`config.mk`:
```
export PLATFORM = sky130hd
export DESIGN_NAME = capture_ram_to_pcap_records
export DESIGN_NICKNAME = d
export VERILOG_FILES = /design/src/rtl/crpr_pkg.sv /design/src/rtl/crpr_divider.sv /design/src/rtl/crpr_datapath.sv /design/src/rtl/crpr_ctrl.sv /design/src/rtl/capture_ram_to_pcap_records.sv
export SDC_FILE = /design/constraint.sdc
export NUM_CORES = 2
export LEC_CHECK = 0
export BUFFER_PORTS_ARGS = -buffer_cell sky130_fd_sc_hd__clkbuf_2
export CORE_MARGIN = 3
export CORE_UTILIZATION = 45
export CTS_CLUSTER_DIAMETER = 150
export DETAILED_ROUTE_END_ITERATION = 7
export MAX_ROUTING_LAYER = met4
export PLACE_DENSITY = 0.62
export SYNTH_ARGS = -nofsm -noshare
export SYNTH_HDL_FRONTEND = slang
export SYNTH_SLANG_ARGS = --single-unit
```
`constraint.sdc`:
```
create_clock -name i_clk -period 11 [get_ports i_clk]
set_input_delay 0.55 -clock i_clk [delete_from_list [all_inputs] [get_ports i_clk]]
set_output_delay 0.55 -clock i_clk [all_outputs]
set_load 0.05 [all_outputs]
```
`src/rtl/crpr_pkg.sv`:
```
// crpr_pkg: shared types, constants and helper functions for the capture ram to pcap
// record formatter; no dependencies
`timescale 1ns / 1ps
package crpr_pkg;
    localparam int MAX_PACKET_BYTES = 10000;
    localparam int RECORD_BYTES     = 64;
    localparam int RW_RAW           = RECORD_BYTES / 8;
    localparam int RECORD_WORDS     = (RW_RAW == 0) ? 1 : RW_RAW;
    localparam int LEN_W            = 16;
    localparam int CNT_W            = 16;
    localparam logic [63:0] SIG_WORD = 64'h00666C6F57202E44;
    localparam logic [63:0] END_WORD = 64'hDEADBEEFDEADBEEF;
    localparam logic [31:0] NS_PER_S = 32'd1000000000;
    localparam logic [CNT_W-1:0] HDR_WORDS = CNT_W'(8);

    typedef enum logic [2:0] {
        ST_OK       = 3'd0,
        ST_SENTINEL = 3'd1,
        ST_BAD_SIG  = 3'd2,
        ST_BAD_LEN  = 3'd3,
        ST_LIMIT    = 3'd4
    } t_status;

    typedef enum logic [2:0] {
        S_HDR, S_DIV, S_OUT_TS, S_OUT_LEN, S_DATA, S_PAD, S_STAT, S_DONE
    } t_state;

    typedef enum logic [0:0] {
        CFG_FREQ  = 1'b0,
        CFG_LIMIT = 1'b1
    } t_cfg_index;

    // controller to datapath
    typedef struct packed {
        logic    clear;      // first word: clear counters
        logic    cnt_inc;
        logic    cnt_clr;
        logic    cap_ts;
        logic    cap_len;
        logic    div_start;
        logic    load_out;
        logic [1:0] out_sel; // 0 ts, 1 len, 2 data, 3 status
        t_status st;
        logic    inc_written;
    } t_cmd;

    // datapath to controller
    typedef struct packed {
        logic [CNT_W-1:0] cnt;
        logic             limit_hit;
        logic             len_bad;
        logic             last_data;
        logic             pad_done;
        logic             div_busy;
    } t_stat;
endpackage

```
`src/rtl/crpr_divider.sv`:
```
// crpr_divider: restoring divider, one quotient bit a cycle, 96-bit dividend by 32 bits
// depends on crpr_pkg
`timescale 1ns / 1ps
module crpr_divider (
    input  logic        i_clk,
    input  logic        i_rst_n,
    input  logic        i_start,
    input  logic [95:0] i_num,
    input  logic [31:0] i_den,
    output logic        o_busy,
    output logic [95:0] o_quot,
    output logic [31:0] o_rem
);
    import crpr_pkg::*;
    logic [95:0] r_q, n_q;
    logic [32:0] r_r, n_r;
    logic [31:0] r_d;
    logic [6:0]  r_cnt, n_cnt;
    logic [32:0] w_sh;

    always_comb begin
        w_sh  = {r_r[31:0], r_q[95]};
        n_q   = {r_q[94:0], 1'b0};
        n_r   = w_sh;
        n_cnt = r_cnt - 7'd1;
        if (w_sh >= {1'b0, r_d}) begin
            n_r     = w_sh - {1'b0, r_d};
            n_q[0]  = 1'b1;
        end
    end

    always_ff @(posedge i_clk) begin
        if (!i_rst_n) begin
            r_cnt <= '0;
        end else if (i_start) begin
            r_cnt <= 7'd96;
        end else if (r_cnt != 7'd0) begin
            r_cnt <= n_cnt;
        end
        if (i_start) begin
            r_q <= i_num;
            r_r <= '0;
            r_d <= i_den;
        end else if (r_cnt != 7'd0) begin
            r_q <= n_q;
            r_r <= n_r;
        end
    end

    assign o_busy = i_start || (r_cnt != 7'd0);
    assign o_quot = r_q;
    assign o_rem  = r_r[31:0];
endmodule

```
`src/rtl/crpr_datapath.sv`:
```
// crpr_datapath: counters, captured header fields, timestamp conversion and output word
// depends on crpr_pkg and crpr_divider
`timescale 1ns / 1ps
module crpr_datapath (
    input  logic               i_clk,
    input  logic               i_rst_n,
    input  crpr_pkg::t_cmd     i_cmd,
    input  logic [63:0]        i_word,
    input  logic [31:0]        i_freq,
    input  logic [31:0]        i_limit,
    output crpr_pkg::t_stat    o_stat,
    output logic [63:0]        o_out_word,
    output logic [3:0]         o_out_bytes,
    output logic               o_record_end,
    output logic [2:0]         o_status,
    output logic [31:0]        o_packets_done
);
    import crpr_pkg::*;
    logic [CNT_W-1:0] r_cnt;
    logic [LEN_W-1:0] r_len;
    logic [63:0]      r_ts;
    logic [31:0]      r_written;
    logic [1:0]       r_phase;     // 0 div secs, 1 scale remainder, 2 div nanos, 3 finish
    logic             r_run;
    logic [63:0]      r_plo;
    logic             r_dstart;
    logic [95:0]      r_dnum;
    logic [31:0]      r_dden;
    logic [31:0]      r_secs, r_nanos;
    logic             d_busy;
    logic [95:0]      d_quot;
    logic [31:0]      d_rem;
    logic [CNT_W+3:0] w_next_off;
    logic [CNT_W+3:0] w_off;
    logic [CNT_W+3:0] w_rem;
    logic [3:0]       w_n;
    logic [63:0]      w_mask;
    logic [LEN_W:0]   w_recs;
    logic [LEN_W+8:0] w_padw;

    crpr_divider u_div (
        .i_clk(i_clk), .i_rst_n(i_rst_n), .i_start(r_dstart), .i_num(r_dnum),
        .i_den(r_dden), .o_busy(d_busy), .o_quot(d_quot), .o_rem(d_rem)
    );

    always_comb begin
        w_off      = (CNT_W+4)'({r_cnt, 3'b000});
        w_next_off = w_off + (CNT_W+4)'(8);
        w_rem      = (CNT_W+4)'(r_len) - w_off;
        w_n        = (w_rem > (CNT_W+4)'(8)) ? 4'd8 : w_rem[3:0];
        w_mask     = (w_n >= 4'd8) ? {64{1'b1}} : ((64'd1 << {w_n[2:0], 3'b000}) - 64'd1);
        w_recs     = (LEN_W+1)'((32'(r_len) + RECORD_BYTES - 1) / RECORD_BYTES);
        w_padw     = (LEN_W+9)'(w_recs) * (LEN_W+9)'(RECORD_WORDS);
    end

    assign o_stat.cnt       = r_cnt;
    // a first word clears the packet count before the limit is checked
    assign o_stat.limit_hit = ((i_cmd.clear ? 32'd0 : r_written) >= i_limit);
    assign o_stat.len_bad   = (i_word[15:0] == 16'd0) ||
                              (i_word[15:0] >= 16'(MAX_PACKET_BYTES));
    assign o_stat.last_data = (w_next_off >= (CNT_W+4)'(r_len));
    assign o_stat.pad_done  = ((LEN_W+9)'(r_cnt) + (LEN_W+9)'(1)) >= w_padw;
    assign o_stat.div_busy  = r_run || r_dstart || d_busy;

    always_ff @(posedge i_clk) begin
        if (!i_rst_n) begin
            r_cnt <= '0; r_len <= '0; r_ts <= '0; r_written <= '0;
            r_run <= 1'b0; r_dstart <= 1'b0; r_phase <= '0;
        end else begin
            r_dstart <= 1'b0;
            if (i_cmd.clear) begin
                r_cnt <= '0; r_len <= '0; r_ts <= '0; r_written <= '0;
            end
            if (i_cmd.cnt_clr) r_cnt <= '0;
            else if (i_cmd.cnt_inc) r_cnt <= (i_cmd.clear ? CNT_W'(0) : r_cnt) + CNT_W'(1);
            if (i_cmd.cap_ts) r_ts <= i_word;
            if (i_cmd.cap_len) r_len <= i_word[15:0];
            if (i_cmd.inc_written) r_written <= r_written + 32'd1;
            if (i_cmd.div_start) begin
                r_run <= 1'b1; r_phase <= 2'd0;
            end else if (r_run && !d_busy && !r_dstart) begin
                case (r_phase)
                    2'd0: begin
                        // whole seconds and leftover clocks
                        r_dstart <= 1'b1;
                        r_dnum   <= {32'd0, r_ts};
                        r_dden   <= (i_freq == 32'd0) ? 32'd1 : i_freq;
                        r_phase  <= 2'd1;
                    end
                    2'd1: begin
                        r_secs  <= d_quot[31:0];
                        r_plo   <= d_rem * NS_PER_S;
                        r_phase <= 2'd2;
                    end
                    2'd2: begin
                        // leftover clocks scaled to nanoseconds
                        r_dstart <= 1'b1;
                        r_dnum   <= {32'd0, r_plo};
                        r_phase  <= 2'd3;
                    end
                    default: begin
                        r_nanos <= d_quot[31:0];
                        r_run   <= 1'b0;
                    end
                endcase
            end
        end
    end

    always_ff @(posedge i_clk) begin
        if (i_cmd.load_out) begin
            o_packets_done <= r_written + (i_cmd.inc_written ? 32'd1 : 32'd0);
            case (i_cmd.out_sel)
                2'd0: begin
                    o_out_word <= {r_nanos, r_secs}; o_out_bytes <= 4'd8;
                    o_record_end <= 1'b0; o_status <= ST_OK;
                end
                2'd1: begin
                    o_out_word <= {16'd0, r_len, 16'd0, r_len}; o_out_bytes <= 4'd8;
                    o_record_end <= 1'b0; o_status <= ST_OK;
                end
                2'd2: begin
                    o_out_word <= i_word & w_mask; o_out_bytes <= w_n;
                    o_record_end <= o_stat.last_data; o_status <= ST_OK;
                end
                default: begin
                    o_out_word <= '0; o_out_bytes <= 4'd0;
                    o_record_end <= 1'b0; o_status <= i_cmd.st;
                    o_packets_done <= i_cmd.clear ? 32'd0 : r_written;
                end
            endcase
        end
    end
endmodule

```
`src/rtl/crpr_ctrl.sv`:
```
// crpr_ctrl: sequencer for header, conversion, data and padding phases, and handshakes
// depends on crpr_pkg
`timescale 1ns / 1ps
module crpr_ctrl (
    input  logic            i_clk,
    input  logic            i_rst_n,
    input  logic            i_in_valid,
    output logic            o_in_ready,
    input  logic            i_first,
    input  logic [63:0]     i_word,
    output logic            o_out_valid,
    input  logic            i_out_ready,
    input  crpr_pkg::t_stat i_stat,
    output crpr_pkg::t_cmd  o_cmd
);
    import crpr_pkg::*;
    t_state r_state, n_state;
    logic   r_ov, n_ov;
    logic   w_acc, w_free;
    t_state w_st;
    logic [CNT_W-1:0] w_cnt;

    always_ff @(posedge i_clk) begin
        if (!i_rst_n) begin
            r_state <= S_HDR; r_ov <= 1'b0;
        end else begin
            r_state <= n_state; r_ov <= n_ov;
        end
    end

    always_comb begin
        o_cmd   = '0;
        n_state = r_state;
        w_free  = !r_ov || i_out_ready;
        n_ov    = r_ov && !i_out_ready;
        o_in_ready = 1'b0;
        w_st    = r_state;
        w_cnt   = i_stat.cnt;
        case (r_state)
            S_HDR, S_DATA, S_PAD, S_DONE: o_in_ready = w_free;
            default: o_in_ready = 1'b0;
        endcase
        w_acc = i_in_valid && o_in_ready;
        if (w_acc && i_first) begin
            o_cmd.clear = 1'b1; w_st = S_HDR; w_cnt = '0;
        end
        case (r_state)
            S_DIV: if (!i_stat.div_busy) n_state = S_OUT_TS;
            S_OUT_TS: if (w_free) begin
                o_cmd.load_out = 1'b1; o_cmd.out_sel = 2'd0; n_ov = 1'b1;
                n_state = S_OUT_LEN;
            end
            S_OUT_LEN: if (w_free) begin
                o_cmd.load_out = 1'b1; o_cmd.out_sel = 2'd1; n_ov = 1'b1;
                n_state = S_HDR;
            end
            default: ;
        endcase
        if (w_acc) begin
            case (w_st)
                S_HDR: begin
                    if (w_cnt + CNT_W'(1) >= HDR_WORDS) begin
                        o_cmd.cnt_clr = 1'b1; n_state = S_DATA;
                    end else begin
                        o_cmd.cnt_inc = 1'b1; n_state = S_HDR;
                    end
                    if (w_cnt == CNT_W'(0)) begin
                        o_cmd.st = ST_OK;
                        if (i_stat.limit_hit) o_cmd.st = ST_LIMIT;
                        else if (i_word == END_WORD) o_cmd.st = ST_SENTINEL;
                        else if (i_word != SIG_WORD) o_cmd.st = ST_BAD_SIG;
                        if (o_cmd.st != ST_OK) begin
                            o_cmd.load_out = 1'b1; o_cmd.out_sel = 2'd3; n_ov = 1'b1;
                            n_state = S_DONE;
                        end
                    end else if (w_cnt == CNT_W'(1)) begin
                        o_cmd.cap_ts = 1'b1;
                    end else if (w_cnt == CNT_W'(2)) begin
                        if (i_stat.len_bad) begin
                            o_cmd.st = ST_BAD_LEN;
                            o_cmd.load_out = 1'b1; o_cmd.out_sel = 2'd3; n_ov = 1'b1;
                            n_state = S_DONE;
                        end else begin
                            o_cmd.cap_len = 1'b1; o_cmd.div_start = 1'b1;
                            n_state = S_DIV;
                        end
                    end
                end
                S_DATA: begin
                    o_cmd.load_out = 1'b1; o_cmd.out_sel = 2'd2; n_ov = 1'b1;
                    o_cmd.cnt_inc = 1'b1;
                    if (i_stat.last_data) begin
                        o_cmd.inc_written = 1'b1;
                        if (i_stat.pad_done) begin
                            o_cmd.cnt_inc = 1'b0; o_cmd.cnt_clr = 1'b1; n_state = S_HDR;
                        end else n_state = S_PAD;
                    end
                end
                S_PAD: begin
                    o_cmd.cnt_inc = 1'b1;
                    if (i_stat.pad_done) begin
                        o_cmd.cnt_inc = 1'b0; o_cmd.cnt_clr = 1'b1; n_state = S_HDR;
                    end
                end
                default: n_state = S_DONE;
            endcase
        end
    end

    assign o_out_valid = r_ov;
endmodule

```
`src/rtl/capture_ram_to_pcap_records.sv`:
```
// capture_ram_to_pcap_records: top level, joins controller and datapath and holds the
// configuration registers; depends on crpr_pkg, crpr_ctrl, crpr_datapath
`timescale 1ns / 1ps
// usage
// - s_axis carries capture memory words: tdata = ram_word, tuser = first_word
// - m_axis carries pcap words: tdata = out_word, tuser = out_bytes, status,
//   packets_done; tlast = record_end (last data word of a packet)
// - cfg channel writes clock_frequency_hz (index 0) and packet_limit (index 1)
// - header word 2, after words 0 and 1, starts the timestamp conversion:
//   a 96-step bit-serial division of the clock count by the frequency, one
//   multiply of the remainder by 10^9, then a second 96-step division by the
//   frequency, after which the two record header words go out one a cycle
//   while the receiver does not stall; words 3 to 7 then follow
// - data and padding words are both read from the input, one output word per data word
// - the single output register lets a new input word in while the last
//   result is taken; when the receiver stalls the input stalls too
// - reset (synchronous, active low) returns to header word zero, clears the
//   counters and loads the default frequency and limit
// - after a status word nothing comes out until a word with first_word set
module capture_ram_to_pcap_records (
    input  logic        i_clk,
    input  logic        i_rst_n,
    input  logic        s_axis_tvalid,
    output logic        s_axis_tready,
    input  logic [63:0] s_axis_tdata,   // ram_word
    input  logic        s_axis_tuser,   // first_word
    output logic        m_axis_tvalid,
    input  logic        m_axis_tready,
    output logic [63:0] m_axis_tdata,   // out_word
    output logic [38:0] m_axis_tuser,   // out_bytes[3:0], status[6:4], packets_done[38:7]
    output logic        m_axis_tlast,   // record_end
    input  logic        i_cfg_valid,
    output logic        o_cfg_ready,
    input  logic        i_cfg_index,
    input  logic [31:0] i_cfg_data
);
    import crpr_pkg::*;
    logic [31:0] r_freq, r_limit;
    t_cmd  w_cmd;
    t_stat w_stat;
    logic [3:0]  w_bytes;
    logic [2:0]  w_status;
    logic [31:0] w_done;

    assign o_cfg_ready = 1'b1;
    always_ff @(posedge i_clk) begin
        if (!i_rst_n) begin
            r_freq <= 32'd100000000; r_limit <= 32'hFFFFFFFF;
        end else if (i_cfg_valid) begin
            case (t_cfg_index'(i_cfg_index))
                CFG_FREQ:  r_freq  <= i_cfg_data;
                CFG_LIMIT: r_limit <= i_cfg_data;
                default: ;
            endcase
        end
    end

    crpr_ctrl u_ctrl (
        .i_clk(i_clk), .i_rst_n(i_rst_n), .i_in_valid(s_axis_tvalid),
        .o_in_ready(s_axis_tready), .i_first(s_axis_tuser), .i_word(s_axis_tdata),
        .o_out_valid(m_axis_tvalid), .i_out_ready(m_axis_tready),
        .i_stat(w_stat), .o_cmd(w_cmd)
    );

    crpr_datapath u_dp (
        .i_clk(i_clk), .i_rst_n(i_rst_n), .i_cmd(w_cmd), .i_word(s_axis_tdata),
        .i_freq(r_freq), .i_limit(r_limit), .o_stat(w_stat),
        .o_out_word(m_axis_tdata), .o_out_bytes(w_bytes), .o_record_end(m_axis_tlast),
        .o_status(w_status), .o_packets_done(w_done)
    );

    assign m_axis_tuser = {w_done, w_status, w_bytes};
endmodule

```
==> reports/results.ini <==
[sta]
finalSetupViolCount = 0
finalCritPeriodShare_pct = 67.83
slew_violations = 0
fin_skew_ps = 32.57
final.setup.tns_ps = 0
slew_headroom_pct = 14.96
rsz0062_at_grt = no
clock.fmax_ghz = 0.1340
finalHoldViolCount = 0
tightest_slew_ps = 1270
period_minus_slack_ps = 7461
fin_ws_ps = 3539

[critical_path]
worstReg2RegEnd = u_dp.r_plo[61]
cpMaxStageDelayCell = dfxtp_1
reg2regPathDepth = 23
r2r_slack_ps = 3540
required_ps = 11360
crit_type = register to register
crit_path_end_kind = register
crit_family = adder cells
start_kind = register
path_buf_inv = 4
rr_startpoint = u_dp.u_div.r_r[3]
crit_chain = inv_1 > fa_1 > fa_1 > fa_1 > fa_1 > fa_1 > inv_1 > fa_1 > inv_1 > fa_1 > inv_1 > ha_1 > and4_1 > a21oi_1 > o21ai_0 > a2bb2oi_1 > nand3_1 > o21ai_1 > o21ai_1 > a221o_1 > a221o_1 > a21oi_1 > xnor2_1
max_stage_delay_ps = 590
cp.arrival_ps = 7820
cp_common_cell = fa_1
crit_fanout = 10

[synth]
synth-seq-area-share_pct = 40.52
avgSynthCellArea_um2 = 10.69
synthFlopType = edfxtp_1
synth-edff-count = 445
synthesis.area_um2 = 44790
synth_cell_types = 88
synth_top_area_share_pct = 29.84
ys_ff_latch = 684
synthArstFlopShare_pct = 0
ys.warnings.count = 0
yosys.area.top_type = edfxtp_1
synth_area_leaders = edfxtp_1 (30%), fa_1 (14%), ha_1 (11%), dfxtp_1 (11%), inv_1 (4.7%)
yosysMostFrequentCell = inv_1
mappedNetlistNets = 4996
ys_top_cells_by_count = inv_1 (562), edfxtp_1 (445), ha_1 (389)
netlist_instances = 4190

[status]
status = finished, final reports clean

[cts]
cts_sinks = 684
cts_tree = yes
cts_made_buffers = 74
cts.hold.buffers_added = 0
cts_buffer_depth = 3
cts_setup_buffers = 0
cts_max_level = 3
clock_tree.root_cell = clkbuf_16
clock_latency_ps = 630
clk_pin_slew_ps = 60
postCtsResizedCells = 0

[placement]
routabilityCongestion = 0.9430
dp_hpwl_um = 90250
pre_cts_ws_ps = 3509
placed_area_um2 = 46920
io_buffers = 208

[grt]
grt.total_usage_pct = 23.40
grt_pass1_wl_um = 181900
grt_overflow = 0
grt_pass1_vias = 30410
antenna_found_initial = 1
grt_start_max_net_pins = 80

[detailed_routing]
num_vias = 31070
detail_route.vias_per_cell = 5.501
dr.pass1.iters = 6
wl_per_cell_um = 20.89
drt_iter0_drc = 2890
drc = 0
antenna_left = 0
wl_um = 118000

[worst_hold_path]
min_path_type = input port to register
hp-start = i_cfg_data[23]
whs_path_depth = 3
min_to = r_freq[23]

[floorplanning]
ios = 210
core_area_um2 = 98560
dieArea_um2 = 103300
start_util_pct = 45.44
die_h_um = 321.5
fp-row-count = 115
die_width_um = 321.5

[finish]
final_nets = 5103
area_growth_pct = 10.65
fin_area_um2 = 49560
drive_gt1_share_pct = 11.79

[run]
cap_viol_max_count = 0

cell families after synthesis:
| kind of cell | after synthesis | share of synthesized area (%) |
|---|---|---|
| buffers and inverters | 773 | 6.559 |
| multiplexers | 130 | 3.243 |
| AO/OA/AOI/OAI | 780 | 11.17 |
| adder cells (fa/ha/maj) | 703 | 24.90 |
| other | 1 | 0.008373 |
| XOR/XNOR | 142 | 2.777 |
| flip-flops | 684 | 40.52 |
| AND/OR/NAND/NOR | 977 | 10.82 |
layout make-up:
type	instances	area (um2)
antenna	1	2.502
clock buffer	91	2029
clock inverter	47	603.1
fill	8855	49010
inverter	565	2126
multi-input combinational	2733	23760
sequential	684	18150
tap	1287	1610
timing repair buffer	239	1274
metrics by stage:
stage                     util (%)  hold WS (ps)  instances
final                        50.28         197.5       5647
after floorplan                  -         400.3       4190
after detailed placement     47.61         405.9       5508
after global routing         50.28         180.3       5647
after CTS                    50.28         160.6       5646
after global placement       47.61         402.7       5508
worst max-delay path by stage:
stage                       startpoint  depth (start not counted)             endpoint
finish               u_dp.u_div.r_r[3]                         23       u_dp.r_plo[61]
global route         u_dp.u_div.r_r[3]                         23       u_dp.r_plo[61]
CTS                  u_dp.u_div.r_r[3]                         23       u_dp.r_plo[61]
detailed placement   u_dp.u_div.r_r[3]                         23       u_dp.r_plo[61]
global placement     u_dp.u_div.r_r[3]                         23       u_dp.r_plo[61]
floorplan           u_ctrl.o_out_valid                          2  u_dp.o_out_bytes[0]
placed cells by master, fill, tap and decap left out, types with 103 or more instances in the layout:
| cell type | count |
|---|---|
| o21ai_0 | 121 |
| inv_1 | 561 |
| ha_1 | 387 |
| dfxtp_1 | 238 |
| nand3_1 | 158 |
| clkbuf_2 | 208 |
| fa_1 | 314 |
| xnor2_1 | 103 |
| mux2_2 | 120 |
| nor2_1 | 130 |
| a21oi_1 | 255 |
| nand2_1 | 337 |
| edfxtp_1 | 445 |
layer usage:
metal	global-route usage (%)	vias up	wire length, um
li1	-	14730	-
met1	33.14	15230	54360
met2	35.13	939	53230
met3	3.010	162	6738
met4	7.418	0	3656
met5	-	-	0
flip-flops by register name (all words and copies together), names as in the netlist, 2 cells and up:
name                 cells
u_dp.o_out_word         64
u_dp.r_plo              53
u_ctrl.r_state           3
u_dp.r_dden             32
u_dp.u_div.r_d          32
u_dp.o_out_bytes         4
u_dp.r_phase             2
u_dp.r_ts               64
u_dp.r_cnt              16
u_dp.r_written          32
u_dp.o_packets_done     32
r_freq                  32
u_dp.u_div.o_quot       96
u_dp.r_len              16
u_dp.u_div.r_r          32
u_dp.r_nanos            32
u_dp.r_secs             32
u_dp.o_status            3
r_limit                 32
u_dp.r_dnum             64
u_dp.u_div.r_cnt         7
worst reg2reg max path, delay by kind of cell, from the launching register on:
kind | cells | cell delay [ps]
buffers and inverters | 4 | 340
AND/OR/NAND/NOR | 2 | 380
XOR/XNOR | 1 | 80
AO/OA/AOI/OAI | 8 | 1760
flip-flops | 1 | 590
adder cells (fa/ha/maj) | 8 | 4040
Power is left out: the tool's default activity adds up to more than one toggle a clock period on the data nets, which glitch-free logic cannot reach.
